## src/cbm_pkg.sv

```systemverilog
// Shared types, codes and helpers for the cartridge bank mapper.
`timescale 1ns / 1ps

package cbm_pkg;

  localparam int unsigned NumChrRegs = 8;
  localparam int unsigned ChrSelW    = $clog2(NumChrRegs);

  typedef enum logic [1:0] {
    OP_WRITE    = 2'd0,
    OP_XLAT_CPU = 2'd1,
    OP_XLAT_PPU = 2'd2,
    OP_NOP      = 2'd3
  } op_e;

  // Register select, address bits 3:0 of a write
  localparam logic [3:0] SubPrgRam = 4'h8;
  localparam logic [3:0] SubPrgLow = 4'h9;
  localparam logic [3:0] SubPrgMid = 4'hA;
  localparam logic [3:0] SubMirror = 4'hC;

  // Write windows, address bits 15:12
  localparam logic [3:0] WinWriteA = 4'hA;
  localparam logic [3:0] WinWriteC = 4'hC;

  // CPU 8 KB windows, address bits 15:13
  localparam logic [2:0] Win6000 = 3'd3;
  localparam logic [2:0] Win8000 = 3'd4;
  localparam logic [2:0] WinA000 = 3'd5;
  localparam logic [2:0] WinC000 = 3'd6;

  localparam logic [7:0] FixedPenult = 8'hFE;
  localparam logic [7:0] FixedLast   = 8'hFF;
  localparam logic [7:0] WramCode    = 8'h01;

  typedef struct packed {
    logic [NumChrRegs-1:0][7:0] chr;
    logic [7:0]                 prg_low;
    logic [7:0]                 prg_mid;
    logic [7:0]                 prg_ram;
    logic [1:0]                 mirror;
    logic                       game_sel;
  } map_state_t;

  typedef struct packed {
    logic       mapped;
    logic [5:0] prg_bank;
    logic       use_wram;
    logic [8:0] chr_bank;
    logic [1:0] mirroring;
  } result_t;

  // 8 KB bank: (reg & {gs,4'hF}) + gs*16
  function automatic logic [5:0] prog_window(logic [7:0] bank, logic gs);
    logic [4:0] masked;
    masked = bank[4:0] & {gs, 4'hF};
    return {1'b0, masked} + {1'b0, gs, 4'b0000};
  endfunction

endpackage

```

## src/cartridge_bank_mapper_unit.sv

```systemverilog
// Top level of the cartridge bank mapper: register file, translation and output buffer.
`timescale 1ns / 1ps
//
// Usage
//   Input channel: in_valid_i / in_stall_o carry one word per accepted edge:
//   opcode_i (0 CPU write, 1 CPU translate, 2 picture translate, 3 no-op),
//   cpu_addr_i, write_data_i and ppu_addr_i.
//   Output channel: out_valid_o / out_stall_i return exactly one result
//   word per input word, in order: mapped, bank numbers and current mirroring.
//   An accepted word shows on out_valid_o in the cycle after accept when the output is free.
//   Throughput: one word per cycle while in_stall_o is low. The translation is a single pass from
//   the input ports and bank registers into the result register; writes
//   update the bank registers at the accepting edge, so the next word
//   already sees them.
//   Stall: a two-entry output buffer (result register plus skid register)
//   lets one more word in while a result waits. in_stall_o rises only when
//   both entries hold results, and it is driven from a register.
//   Reset (rst_ni low, async): picture bank i holds i, program banks hold
//   0/1/0, mirroring and game select clear, and both buffer entries empty.
//

module cartridge_bank_mapper_unit
  import cbm_pkg::*;
(
  input  logic        clk_i,
  input  logic        rst_ni,
  input  logic        in_valid_i,
  output logic        in_stall_o,
  input  logic [1:0]  opcode_i,
  input  logic [15:0] cpu_addr_i,
  input  logic [7:0]  write_data_i,
  input  logic [12:0] ppu_addr_i,
  output logic        out_valid_o,
  input  logic        out_stall_i,
  output logic        mapped_o,
  output logic [5:0]  prg_bank_o,
  output logic        use_work_ram_o,
  output logic [8:0]  chr_bank_o,
  output logic [1:0]  mirroring_o
);

  op_e        op;
  logic       in_take;
  logic       out_take;
  map_state_t bank_state;
  logic [1:0] mirror_next;
  result_t    res_new;

  result_t    out_q;
  result_t    skid_q;
  logic       out_valid_q;
  logic       skid_valid_q;

  assign op       = op_e'(opcode_i);
  assign in_take  = in_valid_i && !skid_valid_q;
  assign out_take = out_valid_q && !out_stall_i;

  cbm_regs u_regs (
    .clk_i        (clk_i),
    .rst_ni       (rst_ni),
    .wr_en_i      (in_take && (op == OP_WRITE)),
    .wr_addr_i    (cpu_addr_i),
    .wr_data_i    (write_data_i),
    .state_o      (bank_state),
    .mirror_next_o(mirror_next)
  );

  // Mirroring reflects a write carried by this same word
  cbm_xlate u_xlate (
    .opcode_i  (op),
    .cpu_addr_i(cpu_addr_i),
    .ppu_addr_i(ppu_addr_i),
    .state_i   (bank_state),
    .mirror_i  (mirror_next),
    .result_o  (res_new)
  );

  // Output buffer control: skid drains into the result register first
  always_ff @(posedge clk_i or negedge rst_ni) begin
    if (!rst_ni) begin
      out_valid_q  <= 1'b0;
      skid_valid_q <= 1'b0;
    end else begin
      if (!out_valid_q || out_take) begin
        out_valid_q  <= skid_valid_q || in_take;
        skid_valid_q <= 1'b0;
      end else if (in_take) begin
        skid_valid_q <= 1'b1;
      end
    end
  end

  // Payload, no reset
  always_ff @(posedge clk_i) begin
    if (!out_valid_q || out_take) begin
      if (skid_valid_q) begin
        out_q <= skid_q;
      end else if (in_take) begin
        out_q <= res_new;
      end
    end else if (in_take) begin
      skid_q <= res_new;
    end
  end

  assign in_stall_o     = skid_valid_q;
  assign out_valid_o    = out_valid_q;
  assign mapped_o       = out_q.mapped;
  assign prg_bank_o     = out_q.prg_bank;
  assign use_work_ram_o = out_q.use_wram;
  assign chr_bank_o     = out_q.chr_bank;
  assign mirroring_o    = out_q.mirroring;

  // Skid entry is only ever occupied behind a full result register
  a_skid_behind_out: assert property (@(posedge clk_i) disable iff (!rst_ni)
    skid_valid_q |-> out_valid_q)
    else $error("skid entry valid with empty result register");

  // A taken result always leaves the skid entry empty
  a_take_drains_skid: assert property (@(posedge clk_i) disable iff (!rst_ni)
    out_take |=> !skid_valid_q)
    else $error("skid entry still full after result taken");

  // A word accepted into an empty buffer shows up next cycle
  a_accept_latency: assert property (@(posedge clk_i) disable iff (!rst_ni)
    (in_take && !out_valid_q) |=> out_valid_q)
    else $error("accepted word did not reach the result register");

  // Work RAM hits are mapped and carry no ROM bank
  a_wram_result: assert property (@(posedge clk_i) disable iff (!rst_ni)
    (out_valid_o && use_work_ram_o) |-> (mapped_o && (prg_bank_o == 6'd0)))
    else $error("work RAM result with ROM bank or unmapped");

endmodule

```

## src/cbm_regs.sv

```systemverilog
// Bank register file with CPU write decode.
`timescale 1ns / 1ps

module cbm_regs
  import cbm_pkg::*;
(
  input  logic       clk_i,
  input  logic       rst_ni,
  input  logic       wr_en_i,
  input  logic [15:0] wr_addr_i,
  input  logic [7:0] wr_data_i,
  output map_state_t state_o,
  output logic [1:0] mirror_next_o
);

  map_state_t state_q, state_d;
  logic       hit;

  always_comb begin
    state_d = state_q;
    hit     = (wr_addr_i[15:12] == WinWriteA) || (wr_addr_i[15:12] == WinWriteC);
    if (wr_en_i && hit) begin
      if (!wr_addr_i[3]) begin
        state_d.chr[wr_addr_i[ChrSelW-1:0]] = wr_data_i;
      end else begin
        case (wr_addr_i[3:0])
          SubPrgRam: state_d.prg_ram = wr_data_i;
          SubPrgLow: state_d.prg_low = wr_data_i;
          SubPrgMid: state_d.prg_mid = wr_data_i;
          SubMirror: state_d.mirror  = wr_data_i[1:0];
          default:   ;
        endcase
      end
      state_d.game_sel = wr_addr_i[14];
    end
  end

  always_ff @(posedge clk_i or negedge rst_ni) begin
    if (!rst_ni) begin
      for (int i = 0; i < NumChrRegs; i++) begin
        state_q.chr[i] <= 8'(i);
      end
      state_q.prg_low  <= 8'd0;
      state_q.prg_mid  <= 8'd1;
      state_q.prg_ram  <= 8'd0;
      state_q.mirror   <= 2'd0;
      state_q.game_sel <= 1'b0;
    end else begin
      state_q <= state_d;
    end
  end

  assign state_o       = state_q;
  assign mirror_next_o = state_d.mirror;

endmodule

```

## src/cbm_xlate.sv

```systemverilog
// Address translation for CPU and picture bus lookups.
`timescale 1ns / 1ps

module cbm_xlate
  import cbm_pkg::*;
(
  input  op_e        opcode_i,
  input  logic [15:0] cpu_addr_i,
  input  logic [12:0] ppu_addr_i,
  input  map_state_t state_i,
  input  logic [1:0] mirror_i,
  output result_t    result_o
);

  logic [7:0] prg_src;

  always_comb begin
    case (cpu_addr_i[15:13])
      Win6000: prg_src = state_i.prg_ram;
      Win8000: prg_src = state_i.prg_low;
      WinA000: prg_src = state_i.prg_mid;
      WinC000: prg_src = FixedPenult;
      default: prg_src = FixedLast;
    endcase
  end

  always_comb begin
    result_o           = '0;
    result_o.mirroring = mirror_i;
    case (opcode_i)
      OP_XLAT_CPU: begin
        if (cpu_addr_i[15:13] >= Win6000) begin
          result_o.mapped = 1'b1;
          if (cpu_addr_i[15:13] == Win6000 && state_i.prg_ram == WramCode) begin
            result_o.use_wram = 1'b1;
          end else begin
            result_o.prg_bank = prog_window(prg_src, state_i.game_sel);
          end
        end
      end
      OP_XLAT_PPU: begin
        result_o.mapped   = 1'b1;
        result_o.chr_bank = {1'b0, state_i.chr[ppu_addr_i[12:10]]}
                          + {state_i.game_sel, 8'h00};
      end
      default: ;
    endcase
  end

endmodule

```

## config.mk

```make
export PLATFORM = sky130hd
export DESIGN_NAME = cartridge_bank_mapper_unit
export DESIGN_NICKNAME = d
export VERILOG_FILES = /design/src/cbm_pkg.sv /design/src/cartridge_bank_mapper_unit.sv /design/src/cbm_regs.sv /design/src/cbm_xlate.sv
export SDC_FILE = /design/constraint.sdc
export NUM_CORES = 1
export LEC_CHECK = 0
export BUFFER_PORTS_ARGS = -buffer_cell sky130_fd_sc_hd__buf_2
export CAP_MARGIN = 10
export CORE_MARGIN = 5
export CORE_UTILIZATION = 58
export CTS_BUF_LIST = sky130_fd_sc_hd__clkbuf_16
export CTS_CLUSTER_DIAMETER = 100
export DETAILED_ROUTE_END_ITERATION = 8
export GPL_ROUTABILITY_DRIVEN = 0
export PLACE_DENSITY_LB_ADDON = 0.3
export SYNTH_ARGS = -nofsm -noshare
export SYNTH_HDL_FRONTEND = slang
export SYNTH_SLANG_ARGS = --single-unit
export TNS_END_PERCENT = 20
```

## constraint.sdc

```tcl
create_clock -name clk_i -period 2.91 [get_ports clk_i]
set_input_delay 0.291 -clock clk_i [delete_from_list [all_inputs] [get_ports clk_i]]
set_output_delay 0.291 -clock clk_i [all_outputs]
set_load 0.1 [all_outputs]
```

* Word-level counts from Yosys, hierarchy flattened *
Cells that the tools add are included.

storage, ports and cells
  memories kept = 0
  bits in registers = 125
  RAM bits = 0
  latch bits = 0
  input bits = 43
  bits in read-only memories = 0

cells by class
  multipliers = 0
  equality and inequality tests = 13
  reduce and logical (&&, ||, !) cells = 21
  magnitude comparators = 4
  multiplexer cells = 19
  shift-type cells = 0
  div/mod/pow operators = 0
  $add $sub $neg = 2
  bitwise gates (word level) = 3

operator list
  kind                                                               count
  bitwise mux 64 bit                                                 1
  2-to-1 mux 19 bit                                                  2
  binary-select mux 8 bit (select 3 bit)                             1
  demux 8 bit (select 3 bit)                                         1
  equality test 4 bit, second input constant                         6
  2-to-1 mux 8 bit                                                   3
  one-hot mux 5 bit (4 select lines)                                 1
  adder 8 x 9 -> 9 bit                                               1
  equality test 3 bit, second input constant                         3
  2-to-1 mux 9 bit                                                   1
  AND reduction 3 bit                                                3
  equality test 8 x 1 -> 1 bit, second input constant                1
  < comparator 3 x 4 -> 1 bit, second input constant                 2
  2-to-1 mux 7 bit                                                   1
  adder 5 x 5 -> 6 bit                                               1
  logical AND 1 bit                                                  6
  2-to-1 mux 6 bit                                                   1
  AND reduction 2 bit                                                3
  AND 5 bit                                                          1
  2-to-1 mux 2 bit                                                   2
  nonzero test 2 bit                                                 2
  equality test 3 x 2 -> 1 bit, second input constant                1
  greater-or-equal comparator 3 x 1 -> 1 bit, second input constant  1
  greater-or-equal comparator 3 x 2 -> 1 bit, second input constant  1
  other kinds (9)                                                    16

* Logic depth before layout (Yosys ltp) *
Gate-level depths: netlist of run 1.

  depth in word-level cells = 9
  mapped depth = 7
  mapped depth without buffers = 6

* Modules after synthesis *
Synthesis of run 1 repeated with hierarchy kept, for this count alone.

unflattened totals
  cell total of the unflattened synthesis = 365
  area total of the unflattened synthesis = 6,079.6 µm²

modules (own cells, without submodules)
  module                      times used  area each (µm²)  cells each
  cbm_regs                    1           3,697.3          219
  cartridge_bank_mapper_unit  1           1,569.0          67
  cbm_xlate                   1           813.3            79

* Least setup slack after synthesis of run 1 *
No wires, ideal clock.

  path type = flip-flop to flip-flop
  start point = register skid_valid_q, in the netlist in_stall_o
  end point = register skid_q[0] (netlist name), enable pin
  library setup time = 0.423 ns
  buffers on the path = 2
  setup slack = -0.260 ns
  stages on the path, launching flop included = 4
  data required time = 2.487 ns
  data arrival time = 2.747 ns
  cell sequence = dfrtp_1 > buf_2 > clkbuf_1 > nor3b_1

on the way
  longest elaborated chain between the ends = 3

RTL lines
  item                           line                               RTL
  start: declaration             cartridge_bank_mapper_unit.sv:52   logic skid_valid_q;
  start signal: assignment       cartridge_bank_mapper_unit.sv:82   skid_valid_q <= 1'b0;
  start signal: assignment       cartridge_bank_mapper_unit.sv:86   skid_valid_q <= 1'b0;
  start signal: assignment       cartridge_bank_mapper_unit.sv:88   skid_valid_q <= 1'b1;
  zero test 1 bit                cartridge_bank_mapper_unit.sv:55   assign in_take = in_valid_i && !skid_valid_q;
  logical AND 1 bit              cartridge_bank_mapper_unit.sv:55
  AND reduction 2 bit (no line)  --
  end signal: assignment         cartridge_bank_mapper_unit.sv:102  skid_q <= res_new;
  end: declaration               cartridge_bank_mapper_unit.sv:50   result_t skid_q;

No other way between the ends.
A chain may end at the register's enable or synchronous reset.

* Final worst setup path of run 1 *
  start point = register skid_valid_q, in the netlist in_stall_o
  end point = register u_regs.state_q (netlist bit u_regs.state_o[40])

on the way
  longest elaborated chain between the ends = 5

RTL lines
  item                           line                              RTL
  zero test 1 bit                cartridge_bank_mapper_unit.sv:55
  logical AND 1 bit              cartridge_bank_mapper_unit.sv:55
  logical AND 1 bit              cartridge_bank_mapper_unit.sv:61  .wr_en_i (in_take && (op == OP_WRITE)),
  logical AND 1 bit              cbm_regs.sv:22                    if (wr_en_i && hit) begin
  AND reduction 2 bit (no line)  --
  end signal: assignment         cbm_regs.sv:49                    state_q <= state_d;
  end: declaration               cbm_regs.sv:16                    map_state_t state_q, state_d;

No other way between the ends.

==> results of run 1 <==
==> flip-flops by register name (all words and copies together), names as in the netlist <==
name / count
u_regs.state_o: 85
skid_q: 19
chr_bank_o: 9
prg_bank_o: 6
mirroring_o: 2
in_stall_o: 1
mapped_o: 1
out_valid_o: 1
use_work_ram_o: 1
==> layout by cell type, fill, tap and decap left out, types with 2 or more instances in the layout <==
master     synthesis  final
nor4_4             2      2
nand2_2            5      5
nor2b_1            4      4
dfstp_2           13     13
mux4_2             8      8
nor3_1             2      2
dfrtp_1           74     74
nand3_2            2      2
and2_1             6      6
nand2_1           26     26
mux2_2            97     97
nor3b_1            3      2
edfxtp_1          38     38
ha_1               3      3
o21a_1             2      2
inv_1              8     13
nor4_1             3      3
o31ai_1           12     12
nor2_1            24     24
o21ai_0           22     22
bufinv_16          0      2
clkinv_2           0      3
clkbuf_16          0     17
nand2b_1           2      2
buf_4              1      5
a32oi_1            3      3
buf_2              5     44
clkinv_1           0      3
mux2i_1            8      8
==> cells in the mapped netlist, types with 2 or more instances <==
cell type  instances  share of area
nand2_1           26          0.017
a21oi_1            2         0.0018
mux2i_1            8          0.014
nand2b_1           2         0.0022
nand2_2            5         0.0055
mux4_2             8          0.032
nor3_1             2         0.0018
mux2_2            97           0.19
clkbuf_1          11         0.0073
o21a_1             2         0.0026
nand3_2            2         0.0035
nor2_1            24          0.016
dfrtp_1           74           0.33
nor4_4             2         0.0075
o31ai_1           12          0.016
and2_1             6         0.0066
buf_1              2         0.0013
inv_1              8         0.0053
nor3b_1            3         0.0040
a32oi_1            3         0.0046
ha_1               3         0.0066
o21ai_0           22          0.019
edfxtp_1          38           0.20
nor4_1             3         0.0033
dfstp_2           13          0.060
buf_2              5         0.0044
nor2b_1            4         0.0044
==> final cells by class <==
| cell class | count | area (µm²) | area share |
|---|---|---|---|
| timing repair buffer | 49 | 257.7 | 0.03926 |
| multi-input combinational | 252 | 2232 | 0.3400 |
| clock inverter | 15 | 118.9 | 0.01811 |
| sequential | 125 | 3334 | 0.5079 |
| tap | 133 | 166.4 | 0.02535 |
| clock buffer | 17 | 425.4 | 0.06480 |
| inverter | 8 | 30.03 | 0.004574 |
==> critical path: stages (launching register included) <==
cell      delay (ns)
dfrtp_1         0.39
nand4b_4        0.27
nor4b_4         0.45
and2_1          0.44
mux2_2          0.39
==> stage by stage <==
step	power [mW]	std cells	TNS, ns	hold WS (ns)	instance area (µm²)
after CTS	4.367	599	0	0.1151	6565
after floorplan	2.304	404	-1.511	-0.004591	5674
after global placement	2.422	567	0	0.4824	6021
after global routing	4.494	599	0	0.1541	6565
final	4.346	599	0	0.06597	6565
after detailed placement	2.435	567	0	0.4895	6021
==> layer usage <==
layer | GRT usage | wire (µm) | vias to the layer above
met5 | 0 | 0 | -
met4 | 0.08927 | 194 | 0
met3 | 0.05447 | 633 | 19
met2 | 0.3259 | 5369 | 91
met1 | 0.2915 | 5021 | 1711
li1 | - | - | 1587
==> report_power, final <==
part           internal, mW  leakage, nW  switching, mW
clock                  1.23        0.285          0.716
sequential             1.90         1.52         0.0255
combinational         0.114         1.18          0.367
total                  3.24         2.98           1.11
==> worst paths after layout <==
check                                          end  slack, ns  depth (start not counted)
max in group asynchronous       u_regs.state_o[60]       2.16                          1
min in group clk_i                     out_valid_o       0.17                          3
worst min register to register  u_regs.state_o[37]       0.50                          1
worst max register to register  u_regs.state_o[40]       0.86                          4
worst min-delay path            u_regs.state_o[19]       0.07                          1
worst max-delay path            u_regs.state_o[40]       0.86                          4
==> logic make-up (layout without fill, tap and decap cells) <==
| kind of cell | Yosys count | count (layout) |
|---|---|---|
| adders and majority gates | 3 | 3 |
| xor gates and xnor gates | 1 | 1 |
| and+or+nand+nor | 90 | 90 |
| DFF | 125 | 125 |
| muxes | 113 | 113 |
| buffers and inverters | 27 | 89 |
| AOI/OAI and AO/OA | 45 | 45 |
==> impl_metrics.tcl, run 1 <==
set metrics [dict create \
    worstPathMaxFanout 8 \
    n_fill_cell 715 \
    synth_edf_count 38 \
    overflow 0 \
    status "finished, final reports clean" \
    die-area_um2 11850 \
    antenna_found_initial 0 \
    postCtsHoldBufs 0 \
    start_util 0.5881 \
    dieWidth_um 108.9 \
    powerDensity_nw_per_um2 661.9 \
    grt_max_degree 88 \
    area_delta_synth_final_pct 15.80 \
    numCtsBuffers 17 \
    clk_path_buf_depth 2 \
    crit_type "reg -> reg" \
    routed_wl_mm 11.22 \
    synth.avg_cell_area_um2 14.03 \
    io_pins 64 \
    htreeDepth 4 \
    yosysSeqAreaShare 0.5882 \
    worst_slew_pin_slew_ns 1.064 \
    relSlewSlack 0.2907 \
    synth_simple_gate_area_share 0.09402 \
    worstSkewPairLatency_ns 0.41 \
    numClockSinks 125 \
    grt_use_total 0.2131 \
    crit_start "in_stall_o" \
    route.vias.total 3408 \
    grt_pass1_vias 3545 \
    fp.coreArea_um2 9639 \
    fin_crit_ns 2.052 \
    syn-instance-count 404 \
    portBuffers 45 \
    fp.dieH_um 108.9 \
    hold_viol_final 0 \
    fin_nets 499 \
    fmax_mhz 487.4 \
    grt_pass1_wl_mm 18.71 \
    finish.utilization 0.6811 \
    rsz0062_at_grt "no" \
    diodes 0 \
    worstPathRequired_ns 3.20 \
    hpwl_mm 7.443 \
    ys_ff_latch 125 \
    postRouteAntennaNets 0 \
    synth.area.mux_share 0.2386 \
    cap_violations 0 \
    syn-num-nets 450 \
    clk_pin_slew_worst_paths_ns 0.06 \
    leakagePower_nw 2.979 \
    fin_worst_skew_ns 0.005632 \
    post_cts_buffers 0 \
    cts_tree "yes" \
    max-vdd-ir-drop_v 0.0004340 \
    critPathCaptureType "register" \
    dr.pass1.iters 4 \
    r2r_start "in_stall_o" \
    fin_ws_ns 0.8585 \
    fin_crit_sh 0.7050 \
    post_drt_wl_per_cell_um 18.73 \
    hp-class "in -> async" \
    post-place-ws_ns 0.6230 \
    setup_viol 0 \
    synthFlopType "dfrtp_1" \
    arrival_ns 2.34 \
    async_flop_share 0.6960 \
    synth_cell_types 44 \
    root_buffer "clkbuf_16" \
    drt_iter0_markers 187 \
    crit_path_start_kind "register" \
    synth_xor_area_frac 0.002869 \
    synthAdderAreaFrac 0.006621 \
    slew_viol_final 0 \
    drive_above_1_share 0.4442 \
    synth_top_family_by_area "multiplexers" \
    vias_per_cell 5.689 \
    std_cell_rows 36 \
    synth_compound_gate_area_share 0.05010 \
    syn_area_um2 5669 \
    drc 0 \
    ctsResizeCount 0 \
    yosys_warnings 0 \
]
Note: power is estimated with default switching activity, not from simulation.
==> inputs of run 2 (changes only) <==
==> constraint.sdc (replaced) <==
create_clock -name clk_i -period 2.01 [get_ports clk_i]
set_input_delay 0.201 -clock clk_i [delete_from_list [all_inputs] [get_ports clk_i]]
set_output_delay 0.201 -clock clk_i [all_outputs]
set_load 0.1 [all_outputs]
==> impl_metrics.tcl, run 2 (synthesis gave the netlist of run 1 again) <==
set metrics [dict create \
    io_pins 64 \
    hold_viol_final 0 \
    postRouteAntennaNets 0 \
    hpwl_mm 7.945 \
    grt_pass1_vias 3668 \
    cts_tree "yes" \
    fp.dieH_um 108.9 \
    hp-class "in -> reg" \
    hold_depth 2 \
    r2r_start "in_stall_o" \
    fin_crit_ns 1.977 \
    cpPeakStageDelay_ns 0.47 \
    root_buffer "clkbuf_16" \
    numCtsBuffers 17 \
    post-place-ws_ns -0.006747 \
    finalSetupTns_ns 0 \
    worstPathRequired_ns 2.18 \
    path_cells "nand4b_4 -> nor4_4 -> mux2_2 -> mux2_2" \
    rsz0062_at_grt "yes" \
    largest_register_ffs 85 \
    max-vdd-ir-drop_v 0.0006292 \
    reg2reg_depth 4 \
    htreeDepth 4 \
    final_cell_mix "mux2_2 (90), dfrtp_1 (72), buf_2 (44), edfxtp_1 (38), nand2_1 (26)" \
    drive_above_1_share 0.4769 \
    final_common_cell "mux2_2" \
    leakagePower_nw 3.051 \
    ctsResizeCount 0 \
    crit_top_cell "mux2_2" \
    grt_pass1_wl_mm 19.65 \
    fmax_mhz 505.7 \
    die-area_um2 11850 \
    slew_viol_final 0 \
    relSlewSlack 0.5181 \
    worst_slew_pin_slew_ns 0.7185 \
    fin_crit_sh 0.9838 \
    antenna_found_initial 0 \
    drt_iter0_markers 189 \
    fp.coreArea_um2 9639 \
    grt_max_degree 48 \
    area_delta_synth_final_pct 19.62 \
    min_from "cpu_addr_i[13]" \
    n_fill_cell 698 \
    fin_ws_ns 0.03264 \
    fin_nets 509 \
    crit_path_start_kind "register" \
    timing.rr.end "mirroring_o[0]" \
    cap_violations 0 \
    route.vias.total 3488 \
    post_drt_wl_per_cell_um 19.66 \
    dieWidth_um 108.9 \
    grt_use_total 0.2257 \
    slowest_stage "dfrtp_4" \
    clk_pin_slew_worst_paths_ns 0.06 \
    post_cts_buffers 0 \
    routed_wl_mm 11.98 \
    status "finished, final reports clean" \
    worstPathMaxFanout 5 \
    finish.utilization 0.7035 \
    worstSkewPairLatency_ns 0.42 \
    vias_per_cell 5.727 \
    crit_type "reg -> reg" \
    clk_path_buf_depth 2 \
    start_util 0.5881 \
    hold_ws_ns 0.1100 \
    holdPathEnd "u_regs.state_o[0]" \
    numClockSinks 125 \
    critPathCaptureType "register" \
    arrival_ns 2.14 \
    powerDensity_nw_per_um2 972.1 \
    dr.pass1.iters 5 \
    rrSetupSlack_ns 0.03 \
    diodes 0 \
    std_cell_rows 36 \
    drc 0 \
    overflow 0 \
    fin_worst_skew_ns 0.004609 \
    setup_viol 0 \
    portBuffers 45 \
]
[run 2: changes by cell type in the layout (fill, tap and decap cells not counted), sizes merged]
cell         previous run  this run
dlygate4sd3             0         1
clkinv                  6         8
clkinvlp                1         3
inv                    14         9
buf                    49        58
bufinv                  2         3
[run 2: routing by layer]
metal / track usage / part of all wire / vias to the layer above
met5: 0 / 0 / -
met4: 0.08747 / 0.021 / 0
met3: 0.05506 / 0.050 / 27
met2: 0.3675 / 0.50 / 107
met1: 0.2936 / 0.43 / 1742
li1: - / - / 1612
[run 2: layout make-up]
| class | instances | area [µm²] | area share |
|---|---|---|---|
| clock buffer | 17 | 425.4 | 0.06273 |
| timing repair buffer | 59 | 360.3 | 0.05314 |
| sequential | 125 | 3339 | 0.4924 |
| tap | 133 | 166.4 | 0.02454 |
| clock inverter | 15 | 172.7 | 0.02546 |
| multi-input combinational | 252 | 2287 | 0.3373 |
| inverter | 8 | 30.03 | 0.004428 |
[run 2: where the power goes]
group	leakage [nW]	internal [mW]	total (mW)	switching (mW)
registers	1.51	2.75	2.78	0.0378
logic	1.25	0.183	0.729	0.547
clock network	0.289	1.94	3.08	1.14
total	3.05	4.87	6.59	1.72
[run 2: worst max path at each step]
stage               depth (start not counted)  slack, ns                 end        start
CTS                                         5       0.02  u_regs.state_o[37]   in_stall_o
global placement                            7       0.04      mirroring_o[0]  opcode_i[0]
floorplan                                   6      -0.20  u_regs.state_o[36]   in_stall_o
detailed placement                          7     -0.007      mirroring_o[1]  opcode_i[0]
finish                                      4       0.03      mirroring_o[0]   in_stall_o
global route                                4      -0.03      mirroring_o[0]   in_stall_o
[run 2: repair_timing]
item                       4_1_cts  5_1_grt
hold buffers                     1        0
setup endpoints to repair        0       17
hold endpoints to repair        36        0
[run 2: critical path: cells and delay by family, from the launching register on]
kind             cells  cell delay (ns)
multiplexers         2             0.67
AND/OR/NAND/NOR      2             0.59
flip-flops           1             0.47
[run 2: metrics by stage]
stage	power, mW	cell area (µm²)	instances
2_1_floorplan	3.349	5748	404
5_1_grt	6.813	6782	609
3_5_place_dp	3.553	6173	576
6_report	6.592	6782	609
4_1_cts	6.628	6782	609
3_3_place_gp	3.532	6173	576
==> inputs of run 3 (changes only) <==
--- a/config.mk
+++ b/config.mk
@@ -13,6 +13,7 @@
 export CTS_CLUSTER_DIAMETER = 100
 export DETAILED_ROUTE_END_ITERATION = 8
 export GPL_ROUTABILITY_DRIVEN = 0
+export HOLD_SLACK_MARGIN = 0.12
 export PLACE_DENSITY_LB_ADDON = 0.3
 export SYNTH_ARGS = -nofsm -noshare
 export SYNTH_HDL_FRONTEND = slang
==> impl_metrics.tcl, run 3 (synthesis gave the netlist of run 1 again) <==
set metrics [dict create \
    clk_pin_slew_worst_paths_ns 0.06 \
    post_cts_buffers 0 \
    start_util 0.5881 \
    drt_iter0_markers 195 \
    clk_path_buf_depth 2 \
    rsz0062_at_grt "yes" \
    worstPathRequired_ns 2.14 \
    fin_nets 510 \
    setup_viol 0 \
    post_drt_wl_per_cell_um 19.66 \
    hp-class "in -> reg" \
    antenna_found_initial 0 \
    arrival_ns 2.12 \
    crit_path_start_kind "primary input" \
    seqPwrFrac 0.422 \
    die-area_um2 11850 \
    final_cell_mix "mux2_2 (90), dfrtp_1 (72), buf_2 (44), edfxtp_1 (38), nand2_1 (26)" \
    hpwl_mm 7.945 \
    diodes 0 \
    std_cell_rows 36 \
    largest_register_ffs 85 \
    n_fill_cell 693 \
    vias_per_cell 5.703 \
    p_clk_frac 0.466 \
    crit_type "in -> reg" \
    p_int_mw 4.873 \
    fin_worst_skew_ns 0.005576 \
    fin_crit_ns 1.989 \
    grt_max_degree 48 \
    dieWidth_um 108.9 \
    cap_violations 0 \
    portBuffers 45 \
    route.vias.total 3479 \
    worst_slew_pin_slew_ns 0.6455 \
    leakagePower_nw 3.061 \
    area_delta_synth_final_pct 20.02 \
    htreeDepth 4 \
    combPwrFrac 0.111 \
    status "finished, final reports clean" \
    fp.coreArea_um2 9639 \
    root_buffer "clkbuf_16" \
    drc 0 \
    final_common_cell "mux2_2" \
    grt_use_total 0.2255 \
    fin_ws_ns 0.02104 \
    max-vdd-ir-drop_v 0.0006260 \
    grt_pass1_vias 3653 \
    postRouteAntennaNets 0 \
    relSlewSlack 0.5651 \
    dr.pass1.iters 5 \
    fin_area_um2 6804 \
    powerDensity_nw_per_um2 968.8 \
    drive_above_1_share 0.4801 \
    power_switching_mw 1.719 \
    fmax_mhz 502.8 \
    cts_tree "yes" \
    dpl_cell_area_um2 6173 \
    p_sw_frac 0.2607 \
    fp.dieH_um 108.9 \
    worstSkewPairLatency_ns 0.42 \
    numClockSinks 125 \
    slew_viol_final 0 \
    critPathCaptureType "register" \
    grt_pass1_wl_mm 19.62 \
    numCtsBuffers 17 \
    io_pins 64 \
    worstPathMaxFanout 8 \
    routed_wl_mm 12.00 \
    overflow 0 \
    hold_viol_final 0 \
    fin_crit_sh 0.9895 \
    finish.utilization 0.7059 \
    post-place-ws_ns -0.006747 \
]
==> run 3: cell types whose count changed in the layout (fill, tap and decap cells not counted) <==
cell,previous run,this run
o41ai_2,0,1
o41ai_1,1,0
a211oi_1,1,0
a211oi_2,0,1
dlygate4sd3_1,1,2
==> run 3: final cells by class <==
cell class,count,area [µm²],share of cell area
sequential,125,3339,0.4908
multi-input combinational,252,2300,0.3380
clock buffer,17,425.4,0.06252
timing repair buffer,60,370.4,0.05443
clock inverter,15,172.7,0.02538
tap,133,166.4,0.02446
inverter,8,30.03,0.004413
==> run 3: what timing repair did <==
item                                    CTS  global route
resized for setup                         0             2
endpoints found under the setup margin    0            12
hold buffers                              2             0
endpoints found under the hold margin    37             0
==> run 3: path summary, 6_finish.rpt <==
check	endpoint	slack [ns]	startpoint	depth (start not counted)
min	out_valid_o	0.13	in_valid_i	3
max in group asynchronous	u_regs.state_o[61]	0.96	rst_ni	3
min in group asynchronous	u_regs.state_o[15]	0.34	rst_ni	2
max reg2reg	mirroring_o[0]	0.04	in_stall_o	4
min reg2reg	u_regs.state_o[90]	0.50	u_regs.state_o[90]	1
max	skid_q[14]	0.02	cpu_addr_i[13]	5
==> run 3: power groups by stage <==
stage               logic [mW]  clock network (mW)  registers, mW
floorplan                0.252                   0           3.10
global placement         0.708                   0           2.82
detailed placement       0.723                   0           2.83
CTS                      0.735                3.11           2.78
global route             0.780                3.24           2.79
finish                   0.734                3.07           2.78
==> run 3: per-layer routing <==
metal,GRT usage,wire (µm),vias to the layer above
met5,0,0,-
met4,0.08747,235,0
met3,0.05506,567,25
met2,0.3654,5946,102
met1,0.2947,5246,1737
li1,-,-,1615
==> run 3: worst max-delay path, stage by stage <==
cell           delay (ns)
dlygate4sd3_1        0.53
buf_2                0.17
or3b_2               0.53
o21ai_0              0.55
nor2_1               0.13
==> run 3: through the flow <==
step	setup TNS (ns)	power, mW	instances	hold slack [ns]
6_report	0	6.592	610	0.1342
5_1_grt	-0.02283	6.815	610	0.1349
4_1_cts	0	6.629	610	0.1254
3_5_place_dp	-0.01272	3.553	576	0.2545
3_3_place_gp	0	3.532	576	0.2471
2_1_floorplan	-5.393	3.349	404	-0.09459
